[src/hdl/tce_pkg.sv]
package tce_pkg;

    localparam int NUM_SLOTS = 10;

    // byte positions within one tick, in transmit order
    localparam int SLOT_PAN_CODE  = 0;
    localparam int SLOT_PAN_VAL   = 1;
    localparam int SLOT_TILT_CODE = 2;
    localparam int SLOT_TILT_VAL  = 3;
    localparam int SLOT_VEL_CODE  = 4;
    localparam int SLOT_VEL_VAL   = 5;
    localparam int SLOT_ROT_CODE  = 6;
    localparam int SLOT_ROT_VAL   = 7;
    localparam int SLOT_HALT      = 8;
    localparam int SLOT_BEAM      = 9;

    localparam logic [7:0] CENTRE = 8'd127;

    localparam logic [6:0] DEADZONE_RST      = 7'd31;
    localparam logic [7:0] PAN_CODE_RST      = 8'd1;
    localparam logic [7:0] TILT_CODE_RST     = 8'd2;
    localparam logic [7:0] VEL_CODE_RST      = 8'd3;
    localparam logic [7:0] ROT_CODE_RST      = 8'd4;
    localparam logic [7:0] HALT_CODE_RST     = 8'd5;
    localparam logic [7:0] BEAM_ON_CODE_RST  = 8'd6;
    localparam logic [7:0] BEAM_OFF_CODE_RST = 8'd7;

    typedef enum logic [2:0] {
        CFG_DEADZONE      = 3'd0,
        CFG_PAN_CODE      = 3'd1,
        CFG_TILT_CODE     = 3'd2,
        CFG_VEL_CODE      = 3'd3,
        CFG_ROT_CODE      = 3'd4,
        CFG_HALT_CODE     = 3'd5,
        CFG_BEAM_ON_CODE  = 3'd6,
        CFG_BEAM_OFF_CODE = 3'd7
    } t_cfg_idx;

    typedef enum logic [1:0] {
        DRIVE_STOPPED  = 2'd0,
        DRIVE_MOVING   = 2'd1,
        DRIVE_STOPPING = 2'd2
    } t_drive;

    typedef enum logic [1:0] {
        BEAM_UP_ACKED   = 2'd0,
        BEAM_DOWN_WAIT  = 2'd1,
        BEAM_DOWN_ACKED = 2'd2,
        BEAM_UP_WAIT    = 2'd3
    } t_beam;

    typedef struct packed {
        logic [7:0] pan;
        logic [7:0] tilt;
        logic [7:0] vel;
        logic [7:0] rot;
        logic [7:0] halt;
        logic [7:0] beam_on;
        logic [7:0] beam_off;
    } t_codes;

    // one tick's worth of work for the back end
    typedef struct packed {
        logic [NUM_SLOTS-1:0] mask;
        logic [7:0]           pan;
        logic [7:0]           tilt;
        logic [7:0]           vel;
        logic [7:0]           rot;
        logic                 beam_off;
    } t_rec;

    function automatic logic outside(input logic [7:0] v, input logic [6:0] dz);
        logic [8:0] hi;
        logic [8:0] lo_sum;
        hi     = {1'b0, CENTRE} + {2'b00, dz};
        lo_sum = {1'b0, v} + {2'b00, dz};
        return ({1'b0, v} > hi) || (lo_sum < {1'b0, CENTRE});
    endfunction

endpackage

[src/hdl/teleop_command_encoder_ack.sv]
// remote-control command encoder with acknowledgement handling
//
// input channel (i_valid / o_stall): one transaction is either a sample tick
// (i_action low: four stick samples and the button level) or a received byte
// (i_action high: i_received_byte acknowledges a halt or laser command).
// output channel (o_valid / i_stall): one command or value byte per
// transaction, o_last_of_run marks the final byte of a tick. a quiet tick or
// a received byte produces no output.
// config channel (i_cfg_valid / o_cfg_ready): always ready, one register per
// transaction; write only while the block is idle.
//
// the front end classifies a tick in the cycle it is taken and queues one
// record; the back end sends one byte per cycle from it while i_stall is
// low. first byte of a tick passes the queue, back end mask and output
// registers; a tick holds the back end for up to nine bytes. inputs are
// taken every cycle while the record queue (QUEUE_DEPTH entries) has room.
// i_stall holds the output register; the back end then stops, the queue
// fills and o_stall rises. reset empties the queue, returns drive and laser
// state to stopped / button up acknowledged and loads the default codes.
module teleop_command_encoder_ack #(
    parameter int QUEUE_DEPTH = 4
) (
    input  logic       i_clk,
    input  logic       i_rst_n,
    input  logic       i_valid,
    output logic       o_stall,
    input  logic       i_action,
    input  logic [9:0] i_pan_sample,
    input  logic [9:0] i_tilt_sample,
    input  logic [9:0] i_rotation_sample,
    input  logic [9:0] i_velocity_sample,
    input  logic       i_button_released,
    input  logic [7:0] i_received_byte,
    output logic       o_valid,
    input  logic       i_stall,
    output logic [7:0] o_tx_byte,
    output logic       o_last_of_run,
    input  logic       i_cfg_valid,
    output logic       o_cfg_ready,
    input  logic [2:0] i_cfg_index,
    input  logic [7:0] i_cfg_data
);

    logic            [6:0] r_deadzone;
    tce_pkg::t_codes       r_codes;

    logic            w_accept, w_push, w_pop, w_q_full, w_q_valid;
    tce_pkg::t_rec   w_push_rec, w_q_rec;
    tce_pkg::t_drive w_drive;

    assign o_cfg_ready = 1'b1;
    assign o_stall     = w_q_full;
    assign w_accept    = i_valid && !w_q_full;

    always_ff @(posedge i_clk) begin
        if (!i_rst_n) begin
            r_deadzone       <= tce_pkg::DEADZONE_RST;
            r_codes.pan      <= tce_pkg::PAN_CODE_RST;
            r_codes.tilt     <= tce_pkg::TILT_CODE_RST;
            r_codes.vel      <= tce_pkg::VEL_CODE_RST;
            r_codes.rot      <= tce_pkg::ROT_CODE_RST;
            r_codes.halt     <= tce_pkg::HALT_CODE_RST;
            r_codes.beam_on  <= tce_pkg::BEAM_ON_CODE_RST;
            r_codes.beam_off <= tce_pkg::BEAM_OFF_CODE_RST;
        end else if (i_cfg_valid && o_cfg_ready) begin
            case (tce_pkg::t_cfg_idx'(i_cfg_index))
                tce_pkg::CFG_DEADZONE:      r_deadzone       <= i_cfg_data[6:0];
                tce_pkg::CFG_PAN_CODE:      r_codes.pan      <= i_cfg_data;
                tce_pkg::CFG_TILT_CODE:     r_codes.tilt     <= i_cfg_data;
                tce_pkg::CFG_VEL_CODE:      r_codes.vel      <= i_cfg_data;
                tce_pkg::CFG_ROT_CODE:      r_codes.rot      <= i_cfg_data;
                tce_pkg::CFG_HALT_CODE:     r_codes.halt     <= i_cfg_data;
                tce_pkg::CFG_BEAM_ON_CODE:  r_codes.beam_on  <= i_cfg_data;
                tce_pkg::CFG_BEAM_OFF_CODE: r_codes.beam_off <= i_cfg_data;
                default: r_deadzone <= r_deadzone;
            endcase
        end
    end

    tce_front u_front (
        .i_clk             (i_clk),
        .i_rst_n           (i_rst_n),
        .i_accept          (w_accept),
        .i_action          (i_action),
        .i_pan_sample      (i_pan_sample),
        .i_tilt_sample     (i_tilt_sample),
        .i_rotation_sample (i_rotation_sample),
        .i_velocity_sample (i_velocity_sample),
        .i_button_released (i_button_released),
        .i_received_byte   (i_received_byte),
        .i_deadzone        (r_deadzone),
        .i_codes           (r_codes),
        .o_push            (w_push),
        .o_rec             (w_push_rec),
        .o_drive           (w_drive)
    );

    tce_queue #(
        .DEPTH (QUEUE_DEPTH)
    ) u_queue (
        .i_clk   (i_clk),
        .i_rst_n (i_rst_n),
        .i_push  (w_push),
        .i_rec   (w_push_rec),
        .i_pop   (w_pop),
        .o_full  (w_q_full),
        .o_valid (w_q_valid),
        .o_rec   (w_q_rec)
    );

    tce_back u_back (
        .i_clk         (i_clk),
        .i_rst_n       (i_rst_n),
        .i_q_valid     (w_q_valid),
        .i_q_rec       (w_q_rec),
        .i_codes       (r_codes),
        .i_stall       (i_stall),
        .o_pop         (w_pop),
        .o_valid       (o_valid),
        .o_tx_byte     (o_tx_byte),
        .o_last_of_run (o_last_of_run)
    );

    // a queued halt means the drive is waiting for its acknowledgement
    a_halt_means_stopping: assert property (@(posedge i_clk) disable iff (!i_rst_n)
        (w_push && w_push_rec.mask[tce_pkg::SLOT_HALT]) |=> (w_drive == tce_pkg::DRIVE_STOPPING))
        else $error("halt queued without entering stopping");

    a_no_empty_record: assert property (@(posedge i_clk) disable iff (!i_rst_n)
        w_push |-> (w_push_rec.mask != '0))
        else $error("empty record queued");

    a_pop_needs_data: assert property (@(posedge i_clk) disable iff (!i_rst_n)
        w_pop |-> w_q_valid)
        else $error("pop from empty queue");

    a_push_needs_room: assert property (@(posedge i_clk) disable iff (!i_rst_n)
        w_push |-> !w_q_full)
        else $error("push into full queue");

endmodule

[src/hdl/tce_front.sv]
module tce_front (
    input  logic                i_clk,
    input  logic                i_rst_n,
    input  logic                i_accept,
    input  logic                i_action,
    input  logic [9:0]          i_pan_sample,
    input  logic [9:0]          i_tilt_sample,
    input  logic [9:0]          i_rotation_sample,
    input  logic [9:0]          i_velocity_sample,
    input  logic                i_button_released,
    input  logic [7:0]          i_received_byte,
    input  logic [6:0]          i_deadzone,
    input  tce_pkg::t_codes     i_codes,
    output logic                o_push,
    output tce_pkg::t_rec       o_rec,
    output tce_pkg::t_drive     o_drive
);

    tce_pkg::t_drive r_drive, n_drive;
    tce_pkg::t_beam  r_beam,  n_beam;

    logic [7:0] w_pan, w_tilt, w_rot, w_vel;
    logic       w_pan_out, w_tilt_out, w_rot_out, w_vel_out, w_moving;

    assign w_pan  = i_pan_sample[9:2];
    assign w_tilt = i_tilt_sample[9:2];
    assign w_rot  = i_rotation_sample[9:2];
    assign w_vel  = i_velocity_sample[9:2];

    assign w_pan_out  = tce_pkg::outside(w_pan, i_deadzone);
    assign w_tilt_out = tce_pkg::outside(w_tilt, i_deadzone);
    assign w_rot_out  = tce_pkg::outside(w_rot, i_deadzone);
    assign w_vel_out  = tce_pkg::outside(w_vel, i_deadzone);
    assign w_moving   = w_rot_out || w_vel_out;

    // next state
    always_comb begin
        n_drive = r_drive;
        n_beam  = r_beam;
        if (i_accept) begin
            if (i_action) begin
                // first matching code wins, even if its ack is not awaited
                if (i_received_byte == i_codes.beam_on) begin
                    if (r_beam == tce_pkg::BEAM_DOWN_WAIT) n_beam = tce_pkg::BEAM_DOWN_ACKED;
                end else if (i_received_byte == i_codes.beam_off) begin
                    if (r_beam == tce_pkg::BEAM_UP_WAIT) n_beam = tce_pkg::BEAM_UP_ACKED;
                end else if (i_received_byte == i_codes.halt) begin
                    if (r_drive == tce_pkg::DRIVE_STOPPING) n_drive = tce_pkg::DRIVE_STOPPED;
                end
            end else begin
                case (r_drive)
                    tce_pkg::DRIVE_STOPPING: n_drive = tce_pkg::DRIVE_STOPPING;
                    tce_pkg::DRIVE_MOVING: begin
                        n_drive = w_moving ? tce_pkg::DRIVE_MOVING : tce_pkg::DRIVE_STOPPING;
                    end
                    default: begin
                        if (w_moving) n_drive = tce_pkg::DRIVE_MOVING;
                    end
                endcase
                case (r_beam)
                    tce_pkg::BEAM_DOWN_ACKED: begin
                        if (i_button_released) n_beam = tce_pkg::BEAM_UP_WAIT;
                    end
                    tce_pkg::BEAM_UP_ACKED: begin
                        if (!i_button_released) n_beam = tce_pkg::BEAM_DOWN_WAIT;
                    end
                    default: n_beam = r_beam;
                endcase
            end
        end
    end

    // record for the back end
    always_comb begin
        o_rec          = '0;
        o_rec.pan      = w_pan;
        o_rec.tilt     = w_tilt;
        o_rec.vel      = w_vel;
        o_rec.rot      = w_rot;
        o_rec.mask[tce_pkg::SLOT_PAN_CODE]  = w_pan_out;
        o_rec.mask[tce_pkg::SLOT_PAN_VAL]   = w_pan_out;
        o_rec.mask[tce_pkg::SLOT_TILT_CODE] = w_tilt_out;
        o_rec.mask[tce_pkg::SLOT_TILT_VAL]  = w_tilt_out;
        if (r_drive == tce_pkg::DRIVE_STOPPING) begin
            // drive sticks ignored while the halt is resent
            o_rec.mask[tce_pkg::SLOT_HALT] = 1'b1;
        end else begin
            o_rec.mask[tce_pkg::SLOT_VEL_CODE] = w_vel_out;
            o_rec.mask[tce_pkg::SLOT_VEL_VAL]  = w_vel_out;
            o_rec.mask[tce_pkg::SLOT_ROT_CODE] = w_rot_out;
            o_rec.mask[tce_pkg::SLOT_ROT_VAL]  = w_rot_out;
            o_rec.mask[tce_pkg::SLOT_HALT]     = !w_moving && (r_drive == tce_pkg::DRIVE_MOVING);
        end
        o_rec.mask[tce_pkg::SLOT_BEAM] = (r_beam == tce_pkg::BEAM_DOWN_WAIT)
            || (r_beam == tce_pkg::BEAM_UP_WAIT)
            || ((r_beam == tce_pkg::BEAM_DOWN_ACKED) && i_button_released)
            || ((r_beam == tce_pkg::BEAM_UP_ACKED) && !i_button_released);
        o_rec.beam_off = (r_beam == tce_pkg::BEAM_UP_WAIT) || (r_beam == tce_pkg::BEAM_DOWN_ACKED);
    end

    assign o_push  = i_accept && !i_action && (o_rec.mask != '0);
    assign o_drive = r_drive;

    always_ff @(posedge i_clk) begin
        if (!i_rst_n) begin
            r_drive <= tce_pkg::DRIVE_STOPPED;
            r_beam  <= tce_pkg::BEAM_UP_ACKED;
        end else begin
            r_drive <= n_drive;
            r_beam  <= n_beam;
        end
    end

endmodule

[src/hdl/tce_queue.sv]
module tce_queue #(
    parameter int DEPTH = 4
) (
    input  logic          i_clk,
    input  logic          i_rst_n,
    input  logic          i_push,
    input  tce_pkg::t_rec i_rec,
    input  logic          i_pop,
    output logic          o_full,
    output logic          o_valid,
    output tce_pkg::t_rec o_rec
);

    localparam int PTR_W = (DEPTH > 1) ? $clog2(DEPTH) : 1;
    localparam int CNT_W = $clog2(DEPTH + 1);

    tce_pkg::t_rec r_mem [DEPTH];

    logic [PTR_W-1:0] r_wr, r_rd;
    logic [CNT_W-1:0] r_count;

    function automatic logic [PTR_W-1:0] wrap_inc(input logic [PTR_W-1:0] p);
        return (p == PTR_W'(DEPTH - 1)) ? '0 : p + PTR_W'(1);
    endfunction

    assign o_full  = (r_count == CNT_W'(DEPTH));
    assign o_valid = (r_count != '0);
    assign o_rec   = r_mem[r_rd];

    always_ff @(posedge i_clk) begin
        if (i_push) r_mem[r_wr] <= i_rec;
    end

    always_ff @(posedge i_clk) begin
        if (!i_rst_n) begin
            r_wr    <= '0;
            r_rd    <= '0;
            r_count <= '0;
        end else begin
            if (i_push) r_wr <= wrap_inc(r_wr);
            if (i_pop)  r_rd <= wrap_inc(r_rd);
            if (i_push && !i_pop)      r_count <= r_count + CNT_W'(1);
            else if (!i_push && i_pop) r_count <= r_count - CNT_W'(1);
        end
    end

endmodule

[src/hdl/tce_back.sv]
module tce_back (
    input  logic            i_clk,
    input  logic            i_rst_n,
    input  logic            i_q_valid,
    input  tce_pkg::t_rec   i_q_rec,
    input  tce_pkg::t_codes i_codes,
    input  logic            i_stall,
    output logic            o_pop,
    output logic            o_valid,
    output logic [7:0]      o_tx_byte,
    output logic            o_last_of_run
);

    logic [tce_pkg::NUM_SLOTS-1:0] r_mask;
    logic [7:0]                    r_pan, r_tilt, r_vel, r_rot;
    logic                          r_beam_off;
    logic                          r_valid;
    logic [7:0]                    r_tx;
    logic                          r_last;

    logic [tce_pkg::NUM_SLOTS-1:0] w_first, w_remain;
    logic [7:0]                    w_slot [tce_pkg::NUM_SLOTS];
    logic [7:0]                    w_byte;
    logic                          w_out_free, w_emit;

    assign w_out_free = !r_valid || !i_stall;
    assign w_emit     = w_out_free && (r_mask != '0);
    assign w_first    = r_mask & (~r_mask + tce_pkg::NUM_SLOTS'(1));
    assign w_remain   = r_mask & ~w_first;
    assign o_pop      = i_q_valid && ((r_mask == '0) || (w_emit && (w_remain == '0)));

    always_comb begin
        w_slot[tce_pkg::SLOT_PAN_CODE]  = i_codes.pan;
        w_slot[tce_pkg::SLOT_PAN_VAL]   = r_pan;
        w_slot[tce_pkg::SLOT_TILT_CODE] = i_codes.tilt;
        w_slot[tce_pkg::SLOT_TILT_VAL]  = r_tilt;
        w_slot[tce_pkg::SLOT_VEL_CODE]  = i_codes.vel;
        w_slot[tce_pkg::SLOT_VEL_VAL]   = r_vel;
        w_slot[tce_pkg::SLOT_ROT_CODE]  = i_codes.rot;
        w_slot[tce_pkg::SLOT_ROT_VAL]   = r_rot;
        w_slot[tce_pkg::SLOT_HALT]      = i_codes.halt;
        w_slot[tce_pkg::SLOT_BEAM]      = r_beam_off ? i_codes.beam_off : i_codes.beam_on;
    end

    // one-hot select of the lowest pending slot
    always_comb begin
        w_byte = '0;
        for (int k = 0; k < tce_pkg::NUM_SLOTS; k++) begin
            w_byte = w_byte | (w_slot[k] & {8{w_first[k]}});
        end
    end

    always_ff @(posedge i_clk) begin
        if (o_pop) begin
            r_pan      <= i_q_rec.pan;
            r_tilt     <= i_q_rec.tilt;
            r_vel      <= i_q_rec.vel;
            r_rot      <= i_q_rec.rot;
            r_beam_off <= i_q_rec.beam_off;
        end
        if (w_emit) begin
            r_tx   <= w_byte;
            r_last <= (w_remain == '0);
        end
    end

    always_ff @(posedge i_clk) begin
        if (!i_rst_n) begin
            r_mask  <= '0;
            r_valid <= 1'b0;
        end else begin
            if (o_pop)       r_mask <= i_q_rec.mask;
            else if (w_emit) r_mask <= w_remain;
            if (w_out_free)  r_valid <= w_emit;
        end
    end

    assign o_valid       = r_valid;
    assign o_tx_byte     = r_tx;
    assign o_last_of_run = r_last;

endmodule
[config.mk]
export PLATFORM = sky130hd
export DESIGN_NAME = teleop_command_encoder_ack
export DESIGN_NICKNAME = d
export VERILOG_FILES = /design/src/hdl/tce_pkg.sv /design/src/hdl/teleop_command_encoder_ack.sv /design/src/hdl/tce_front.sv /design/src/hdl/tce_queue.sv /design/src/hdl/tce_back.sv
export SDC_FILE = /design/constraint.sdc
export NUM_CORES = 1
export LEC_CHECK = 0
export ABC_CLOCK_PERIOD_IN_PS = 4800
export BUFFER_PORTS_ARGS = -buffer_cell sky130_fd_sc_hd__buf_4
export CAP_MARGIN = 30
export CORE_UTILIZATION = 25
export DETAILED_ROUTE_END_ITERATION = 10
export GPL_ROUTABILITY_DRIVEN = 0
export PLACE_DENSITY = 0.35
export SYNTH_ARGS = -nofsm -noshare
export SYNTH_HDL_FRONTEND = slang
export SYNTH_SLANG_ARGS = --single-unit
export TNS_END_PERCENT = 5
[constraint.sdc]
create_clock -name i_clk -period 4.8 [get_ports i_clk]
set_clock_uncertainty 0.15 [all_clocks]
set_input_delay 0 -clock i_clk [delete_from_list [all_inputs] [get_ports i_clk]]
set_output_delay 0 -clock i_clk [all_outputs]
set_load 0.05 [all_outputs]
; Yosys cells after proc, flatten, opt, wreduce, memory -nomap -nowiden
; Memories as Yosys holds them, arrays and structs flattened. A register that Yosys moved wholly into a read port is not among the register bits.
; Cells that the tools add are included.
[totals]
inputBits = 66
memories = 1
output_inout_bits = 12
ramBits = 172
elab_cells = 171
ff_bits = 127
[op_classes]
n_addsub = 10
mux = 29
bitwise = 23
n_reduce_logical = 51
n_eq_ne = 27
n_lt_le_gt_ge = 8
[memory_table]
columns = memory, depth, width, read_ports, rd_ports_with_merged_regs, write_ports, line_no
row1 = u_queue.r_mem, 4, 43, 1, 1, 1, tce_queue.sv:17  ; tce_pkg::t_rec r_mem [DEPTH];
[op_table]
columns = operator, n
row1 = 8-bit AND, 10
row2 = 8-bit bitwise OR, 9
row3 = 8-bit by 7-bit adder with 9-bit output, 4
row4 = 9-bit by 7-bit < comparator with 1-bit output (second input constant), 4
row5 = 2-bit two-way mux, 18
row6 = 8-bit by 9-bit greater-than comparator with 1-bit output, 3
row7 = 8-bit equality test, 3
row8 = 10-bit AND, 2
row9 = 10-bit zero test, 2
row10 = 10-bit two-way mux, 2
row11 = 10-bit NOT, 2
row12 = 10-bit nonzero test, 2
row13 = 2-bit AND reduction, 8
row14 = 3-bit equality test (second input constant), 5
row15 = 1-bit logical AND, 11
row16 = 1-bit logical OR, 11
row17 = 10-bit by 1-bit adder with 10-bit output (second input constant), 1
row18 = 2-bit equality test (second input constant), 5
row19 = 3-bit inequality test (second input constant), 3
row20 = 3-bit nonzero test, 3
row21 = 7-bit by 7-bit adder with 8-bit output (first input constant), 1
row22 = 8-bit greater-than comparator, 1
row23 = 1-bit zero test, 8
row24 = 8-bit two-way mux, 1
row25 = 18 further kinds, 29

; Depth between registers and ports, before layout
; Gate-level depths: netlist of the first run.
[depth]
ltp_word = 13
mapped_depth = 19
mapped_depth_nobuf = 19

; Modules after synthesis
; Synthesis of the first run repeated with hierarchy kept, for this count alone.
[hier_totals]
cells_unflattened = 1137
hier_area_um2 = 14908.0
[modules_own_cells]
columns = module, instances, area_each_um2, cells_per_inst
row1 = tce_queue, 1, 6718.9, 269
row2 = tce_front, 1, 2942.8, 378
row3 = tce_back, 1, 2783.9, 255
row4 = teleop_command_encoder_ack, 1, 2462.4, 235

; Worst setup path before layout of the first run
; Ideal clock, no wire load.
[synth_path]
path_type = register to register
start = register r_deadzone[2]
end = memory u_queue.r_mem[3][0] in the netlist's numbering, enable pin
path_slack_ns = 0.436
arrival_time_ns = 3.813
setup_time_ns = 0.400
path_stages_with_launch = 12
t_required_ns = 4.250
synth_period_minus_slack_ns = 4.364
cell_sequence = dfxtp_1 -> or3_4 -> or3_1 -> nor3_1 -> ha_1 -> nand4_1 -> nor3_1 -> a2111o_1 -> o32a_1 -> and2_4 -> a31oi_4 -> and2_1
[synth_via]
elab_chain_len = 11
word_cells_on_any_way = 26
[synth_rtl]
columns = item, line_no
row1 = "start, declared", teleop_command_encoder_ack.sv:44  ; logic [6:0] r_deadzone;
row2 = "start signal, assigned", teleop_command_encoder_ack.sv:57  ; r_deadzone <= tce_pkg::DEADZONE_RST;
row3 = "start signal, assigned", teleop_command_encoder_ack.sv:67  ; tce_pkg::CFG_DEADZONE: r_deadzone <= i_cfg_data[6:0];
row4 = "start signal, assigned", teleop_command_encoder_ack.sv:75  ; default: r_deadzone <= r_deadzone;
row5 = 8-bit by 7-bit adder with 9-bit output or 7-bit by 7-bit adder with 8-bit output (tied branches), "tce_pkg.sv:76, tce_pkg.sv:75"
row6 = 9-bit by 7-bit < comparator with 1-bit output or 8-bit by 9-bit greater-than comparator with 1-bit output (tied branches), tce_pkg.sv:77  ; return ({1'b0, v} > hi) || (lo_sum < {1'b0, CENTRE});
row7 = 1-bit logical OR, tce_pkg.sv:77
row8 = 1-bit logical OR, tce_front.sv:34  ; assign w_moving = w_rot_out || w_vel_out;
row9 = 1-bit zero test, tce_front.sv:92  ; o_rec.mask[tce_pkg::SLOT_HALT] = !w_moving && (r_drive == tce_pkg::DRIVE_MOVING);
row10 = 1-bit logical AND, tce_front.sv:92
row11 = 1-bit two-way mux, tce_front.sv:84  ; if (r_drive == tce_pkg::DRIVE_STOPPING) begin
row12 = 10-bit nonzero test *, tce_front.sv:101  ; assign o_push = i_accept && !i_action && (o_rec.mask != '0);
row13 = 1-bit logical AND *, tce_front.sv:101
row14 = net u_front.o_push, tce_front.sv:14  ; output logic o_push,
row15 = 1-bit two-way mux *, tce_queue.sv:31  ; if (i_push) r_mem[r_wr] <= i_rec;
row16 = 1-bit two-way mux (implied by the code) *, tce_queue.sv:31
row17 = "end, declared", tce_queue.sv:17
; Mark *: on every way through the listed nets, which the timed path passes. The rest lies on a longest branch.

; Final worst setup path of the first run
[layout_path]
start = register r_deadzone[2]
end = register u_queue.r_count[2]
[layout_via]
elab_chain_len = 12
word_cells_on_any_way = 29
[layout_rtl]
columns = item, line_no
row1 = 8-bit by 7-bit adder with 9-bit output or 7-bit by 7-bit adder with 8-bit output (tied branches), "tce_pkg.sv:76, tce_pkg.sv:75"
row2 = 9-bit by 7-bit < comparator with 1-bit output or 8-bit by 9-bit greater-than comparator with 1-bit output (tied branches), tce_pkg.sv:77
row3 = 1-bit logical OR, tce_pkg.sv:77
row4 = 1-bit logical OR, tce_front.sv:34
row5 = 1-bit zero test, tce_front.sv:92
row6 = 1-bit logical AND, tce_front.sv:92
row7 = 1-bit two-way mux, tce_front.sv:84
row8 = 10-bit nonzero test *, tce_front.sv:101
row9 = 1-bit logical AND *, tce_front.sv:101
row10 = net u_front.o_push, tce_front.sv:14
row11 = 1-bit zero test, tce_queue.sv:43  ; else if (!i_push && i_pop) r_count <= r_count - CNT_W'(1);
row12 = 1-bit logical AND, tce_queue.sv:43
row13 = 2-bit nonzero test (no source line), -
row14 = "end signal, assigned", tce_queue.sv:42  ; if (i_push && !i_pop) r_count <= r_count + CNT_W'(1);
row15 = "end signal, assigned", tce_queue.sv:43
row16 = "end, declared", tce_queue.sv:20  ; logic [CNT_W-1:0] r_count;
; Marked as above.
; A chain may end at the register's enable or synchronous reset.

==> results of run 1 <==
## state kept, by name, summed over array words and instances (netlist names), 2 cells and up, named ones only
register,count
u_queue.r_rd,2
u_front.r_beam,2
u_back.r_tilt,8
u_front.o_drive,2
u_queue.r_mem,156
r_deadzone,7
u_back.r_rot,8
r_codes,56
u_back.r_mask,10
u_back.o_tx_byte,8
u_back.r_pan,8
u_queue.r_count,3
u_back.r_vel,8
u_queue.r_wr,2
## worst register-to-register path, delay by kind of cell, from the launching register on
family / cells / cell delay (ps)
xor gates and xnor gates: 2 / 490
adders and majority gates: 3 / 930
AOI/OAI and AO/OA: 4 / 1090
DFF: 1 / 310
and+or+nand+nor: 6 / 1470
buffers and inverters: 1 / 60
## routing by layer
metal	up-vias	routed length, microns	share of wire [%]	GRT usage, %
li1	4412	-	-	-
met4	0	1074	2.7	5.183
met1	4437	19730	50	20.82
met3	52	1188	3.0	1.915
met5	-	0	0	0
met2	171	17420	44	22.54
## timing repair
item / CTS / global route
resized for setup: 0 / 1
setup endpoints to repair: 0 / 1
hold buffers: 59 / 0
endpoints found under the hold margin: 214 / 0
## final timing paths
path	end	slack, ps	cells after the start
hold reg to reg	r_codes[37]	320	2
setup / recovery	u_queue.r_count[2]	250	16
setup reg to reg	u_queue.r_count[2]	250	16
hold / removal	u_front.r_beam[1]	90	7
## cell type report
cell class	count	area share (%)
timing repair buffer	156	8.159
inverter	31	0.7013
sequential	285	46.34
multi-input combinational	744	33.61
clock inverter	13	0.4373
clock buffer	45	5.565
tap	688	5.188
## cells by family after synthesis
logic type               after synthesis
AND/OR/NAND/NOR                      365
other                                  1
buffers and inverters                 70
multiplexers                          54
flip-flops                           285
adder cells (fa/ha/maj)               73
AO/OA/AOI/OAI                        208
XOR/XNOR                              43
## power by group
group	switching, uW	internal (uW)	leakage, uW
clock	1010	1350	0.000493
sequential	214	3070	0.00253
combinational	1140	725	0.00293
total	2360	5150	0.00595
## cell usage in the layout (no fill, tap or decap), drive strengths merged, types with 3 or more instances in the layout
cell           n
xnor2         13
xor2          30
a21o          10
nand4          6
o21ai         46
clkinv        10
dfxtp         87
fa             5
a21boi        59
nand2        186
buf           97
dlygate4sd3   59
a21oi         26
inv           33
a31oi          3
a211oi         5
a221oi        18
and2          10
nor3          16
nand3         27
nor2          43
mux4          39
nor4b          9
clkbuf        45
nand2b        10
o211ai         4
nor4           8
ha            65
nor2b         19
maj3           3
o31ai          5
or3           10
mux2i         14
a22oi          8
edfxtp       198
nor3b          9
## metrics by stage
step / utilization [%] / hold WS [ps] / area, sq um / setup slack [ps]
floorplan: - / -51.13 / 13530 / 436.5
global placement: 28.31 / 96.58 / 14990 / 190.1
detailed placement: 28.32 / 102.2 / 15000 / 69.90
CTS: 31.31 / 73.03 / 16590 / 47.59
global route: 31.33 / 102.5 / 16590 / 0.8837
finish: 31.33 / 90.10 / 16590 / 250.3
==> out/metrics.cfg, run 1 <==
[outcome]
status = completed

[cts]
clock_sinks = 285
numCtsBuffers = 34
cts_tree = done
cts_setup_buffers = 0
h-tree-depth = 2
clockBufferDepth = 3
clk_pin_slew_ps = 60
clk-insertion-delay-late_ps = 530
clock-root-buffer = clkbuf_16

[power_and_ir_drop]
power.density_nw_per_um2 = 452.2
leakage_uw = 0.005955
ir_worst_vdd_mv = 0.1992
power_uw = 7503

[sta]
tns_ps = 0
setup_viol = 0
final_max_slew_viol_count = 0
worst_pin_slew_ps = 973.8
hold_violations = 0
final.period_utilization_pct = 94.79
maxSlewHeadroom_pct = 34.58
rsz0062_at_grt = false
min_period_ps = 4550
fmax_mhz = 219.8

[placed_design]
dpl.cell_count = 1845
portBuffers = 68
dp_hpwl_mm = 27.49

[synth]
synth_nets = 1235
synthSimpleGateAreaFrac_pct = 12.89
synth_top_area_share_pct = 43.96
synthesis.area_sq_um = 13530
synthTopCellsByCount = edfxtp_1 (198), nand2_1 (186), dfxtp_1 (87)
ys.flop_type = edfxtp_1
synth_edf_count = 198
ys_ff_latch = 285
synth_xor_xnor_area_share_pct = 2.784
ys_warn_count = 0
yosys-top-cells-area = edfxtp_1 (44%), dfxtp_1 (13%), mux4_2 (6.5%)
synthMuxAreaShare_pct = 7.613
synth_fa_ha_area_share_pct = 6.993
ys_types = 74
synth_cells = 1099
yosysMostFrequentCell = edfxtp_1
synth_compound_area_share_pct = 10.83
yosysTopAreaCell = edfxtp_1
synth_top_family_by_area = simple AND/OR/NAND/NOR gates
syn_avg_cell_area_sq_um = 12.31
yosysSeqAreaShare_pct = 56.83
async_reset_ff_share_pct = 0

[worst_hold_path]
min-delay-start = i_received_byte[0]
worstHoldPathType = primary input to flop

[drt]
drc = 0
vias = 9072
drt_wl_total_mm = 39.41
wl_per_cell_microns = 20.09
routed_via_density = 4.624
postRouteAntennaNets = 0
drt_iter0_markers = 639
firstDrtPassIters = 4

[setup_path]
arrival_ps = 4860
crit_path_top_delay_cell = a2111o_1
cp.required_ps = 5110
rr_startpoint = r_deadzone[2]
path_delay_family = simple AND/OR/NAND/NOR gates
cp-start-kind = flop
path_class = flop to flop
cp-end-kind = flop
cp_slowest_stage_delay_ps = 410
startpoint = r_deadzone[2]
path_cells = or3_4, or3_1, xor2_2, ha_1, nand4_1, nor3_1, a2111o_1, o32a_1, and2_4, a31oi_4, ha_1, inv_1, fa_1, xor2_1, or3_1, a21boi_0
cp_num_buf_inv = 1
crit_fanout = 7

[grt]
grt_pass1_wl_mm = 60.41
grt_max_degree = 90
grt_pass1_vias = 9300
grtUsageTotal_pct = 14.58
grt-ovfl-total = 0
antenna_found_initial = 2

[floorplan]
core-area_sq_um = 52970
die_y_microns = 234.6
initial_core_util_pct = 25.54
core.rowCount = 84
die_x_microns = 234.6
dieArea_sq_um = 55040
ios = 78

[layout]
syn2layout_area_growth_pct = 22.67
n_fill_cell = 5418
ff_latch_area_sq_um = 7690
fin_cells = 1962
drive_gt1_share_pct = 16.01
multi_input_area_sq_um = 5577
fin_nets = 1388
diodes = 0

[flow_run]
max_cap_violations = 0

(Power assumes the default switching activity.)
==> run 2: changes to the inputs <==
--- a/config.mk
+++ b/config.mk
@@ -5,12 +5,14 @@
 export SDC_FILE = /design/constraint.sdc
 export NUM_CORES = 1
 export LEC_CHECK = 0
-export ABC_CLOCK_PERIOD_IN_PS = 4800
+export ABC_CLOCK_PERIOD_IN_PS = 5700
 export BUFFER_PORTS_ARGS = -buffer_cell sky130_fd_sc_hd__buf_4
 export CAP_MARGIN = 30
 export CORE_UTILIZATION = 25
 export DETAILED_ROUTE_END_ITERATION = 10
 export GPL_ROUTABILITY_DRIVEN = 0
+export GPL_TIMING_DRIVEN = 0
+export MAX_ROUTING_LAYER = met4
 export PLACE_DENSITY = 0.35
 export SYNTH_ARGS = -nofsm -noshare
 export SYNTH_HDL_FRONTEND = slang
==> constraint.sdc (replaced) <==
create_clock -name i_clk -period 5.7 [get_ports i_clk]
set_clock_uncertainty 0.15 [all_clocks]
set_input_delay 0 -clock i_clk [delete_from_list [all_inputs] [get_ports i_clk]]
set_output_delay 0 -clock i_clk [all_outputs]
set_load 0.05 [all_outputs]
==> run 2 against run 1 <==
Compared with the run above: final area grew 0.60%; via count grew 0.98%; maximum frequency shrank 14%; register-to-register slack gained 180 ps; critical path type unchanged; largest power group unchanged.
==> out/metrics.cfg, run 2 (same netlist as run 1, synthesis figures left out) <==
[sta]
whs_ps = 94.66  ; +4.564 ps
fmax_mhz = 189.9  ; -14%
final_max_slew_viol_count = 0  ; unchanged
finalWorstSetupSlack_ps = 434.6  ; +184.3 ps
final.period_utilization_pct = 92.38  ; -2.4 points
hold_violations = 0  ; unchanged
min_period_ps = 5265  ; +715.7 ps
rsz0062_at_grt = false
worst_pin_slew_ps = 1040  ; +66.68 ps
setup_viol = 0  ; unchanged
maxSlewHeadroom_pct = 30.10  ; -4.5 points
tns_ps = 0  ; unchanged

[floorplan]
die_y_microns = 234.6  ; unchanged
dieArea_sq_um = 55040  ; unchanged
core.rowCount = 84  ; unchanged
initial_core_util_pct = 25.54  ; unchanged
die_x_microns = 234.6  ; unchanged
core-area_sq_um = 52970  ; unchanged
ios = 78  ; unchanged

[layout]
reg_top3 = u_queue.r_mem x156, r_codes x56, u_back.r_mask x10
fin_nets = 1396  ; +0.58%
largest_reg_flops = 156  ; unchanged
utilization_pct = 31.51  ; +0.19 points
largest_register = u_queue.r_mem
layout_common_cells = edfxtp_1 (198), nand2_1 (186), dfxtp_1 (87), ha_1 (65), buf_4 (60)
syn2layout_area_growth_pct = 23.40
diodes = 0  ; unchanged
drive_gt1_share_pct = 14.16  ; -1.8 points
layout_commonest_cell = edfxtp_1

[setup_path]
crit_path_top_delay_cell = dfxtp_1
path_delay_family = adder cells
cp_slowest_stage_delay_ps = 670  ; +260 ps
worst-path-stages = 17  ; +1
arrival_ps = 5570  ; +710 ps
r2r_cells = 17  ; +1
cp-end-kind = flop
path_common_cell = ha_1
path_class = flop to flop
cp-start-kind = flop
cp.required_ps = 6000  ; +890 ps
crit_fanout = 7  ; unchanged
cp_num_buf_inv = 2  ; +1
path_cells = inv_1, ha_1, nand2_1, xor2_1, ha_1, nand3_1, nor3_1, a2111o_1, o32a_1, and2_4, a31oi_4, ha_1, inv_1, fa_1, xor2_1, or3_1, a21boi_0

[power_and_ir_drop]
power.density_nw_per_um2 = 398.1  ; -12%
power_uw = 6645  ; -11%
comb_power_share_pct = 24.9  ; about the same
ir_worst_vdd_mv = 0.1627  ; -18%
leakage_uw = 0.005946  ; -0.15%
switching_share_pct = 30.91  ; -0.50 points
p_switching_uw = 2054  ; -13%
p_seq_share_pct = 41.2  ; -2.5 points
p_int_uw = 4591  ; -11%
clkPwrFrac_pct = 33.8  ; +2.4 points

[grt]
grt_max_degree = 34  ; -62%
grt_pass1_wl_mm = 61.69  ; +2.1%
grtUsageTotal_pct = 15.62  ; +1.0 points
grt-ovfl-total = 0  ; unchanged
antenna_found_initial = 0  ; -2
grt_pass1_vias = 9116  ; -2.0%

[cts]
clock_sinks = 285  ; unchanged
clk-insertion-delay-late_ps = 530  ; about the same
clockBufferDepth = 3  ; unchanged
cts_tree = done
cts_resized = 0  ; unchanged
clock-root-buffer = clkbuf_16
numCtsBuffers = 34  ; unchanged
clk_pin_slew_ps = 60  ; about the same
ctsHoldBuffers = 55  ; -6.8%
h-tree-depth = 2  ; unchanged
cts_setup_buffers = 0  ; unchanged

[worst_hold_path]
hold_depth = 7  ; unchanged
worstHoldPathType = primary input to flop

[placed_design]
place_worst_setup_slack_ps = 320.1  ; +250.2 ps
portBuffers = 58  ; -15%
dp_hpwl_mm = 29.23  ; +6.3%

[drt]
postRouteAntennaNets = 0  ; unchanged
vias = 9161  ; +0.98%
drt_iter0_markers = 702  ; +9.9%
wl_per_cell_microns = 20.90  ; +4.1%
firstDrtPassIters = 5  ; +1
routed_via_density = 4.643  ; +0.42%
drt_wl_total_mm = 41.24  ; +4.6%
drc = 0  ; unchanged

[outcome]
status = completed

[flow_run]
max_cap_violations = 0  ; unchanged

run 2: final timing paths:
path | startpoint | endpoint | slack [ps]
hold reg to reg | r_codes[37] | r_codes[37] | 320
hold / removal | i_received_byte[6] | u_front.o_drive[1] | 90
setup / recovery | r_deadzone[1] | u_queue.r_count[2] | 430
setup reg to reg | r_deadzone[1] | u_queue.r_count[2] | 430
run 2: layout make-up:
type,instances,area (sq um)
clock inverter,16,173.9
clock buffer,45,975.9
sequential,285,7687
timing repair buffer,125,1144
fill,5352,36280
multi-input combinational,744,5575
inverter,31,116.4
tap,688,860.8
buffer,39,158.9
run 2: worst register-to-register path, delay by kind of cell (launching register included):
kind | cells | cell delay [ps]
XOR/XNOR | 2 | 630
flip-flops | 1 | 670
AO/OA/AOI/OAI | 4 | 1130
buffers and inverters | 2 | 500
AND/OR/NAND/NOR | 5 | 810
adder cells (fa/ha/maj) | 4 | 1320
run 2: through the flow:
stage / cells / instance area (sq um)
after floorplan: 1099 / 13530
after global placement: 1845 / 14820
after detailed placement: 1857 / 14990
after CTS: 1973 / 16690
after global routing: 1973 / 16690
final: 1973 / 16690
run 2: power groups by stage:
stage	Sequential, uW	Clock [uW]	Combinational [uW]
after floorplan	2820	0	943
after global placement	2800	0	1620
after CTS	2750	2330	1690
after global routing	2770	2390	1810
after detailed placement	2790	0	1660
final	2740	2250	1660
run 2: routing by layer:
metal  vias to the layer above  share of wire [%]  global-route usage (%)
met5                         -                  0                       -
met4                         0                2.2                   4.705
met3                        52                3.0                   1.962
met2                       161                 45                   23.83
met1                      4524                 50                   21.59
li1                       4424                  -                       -
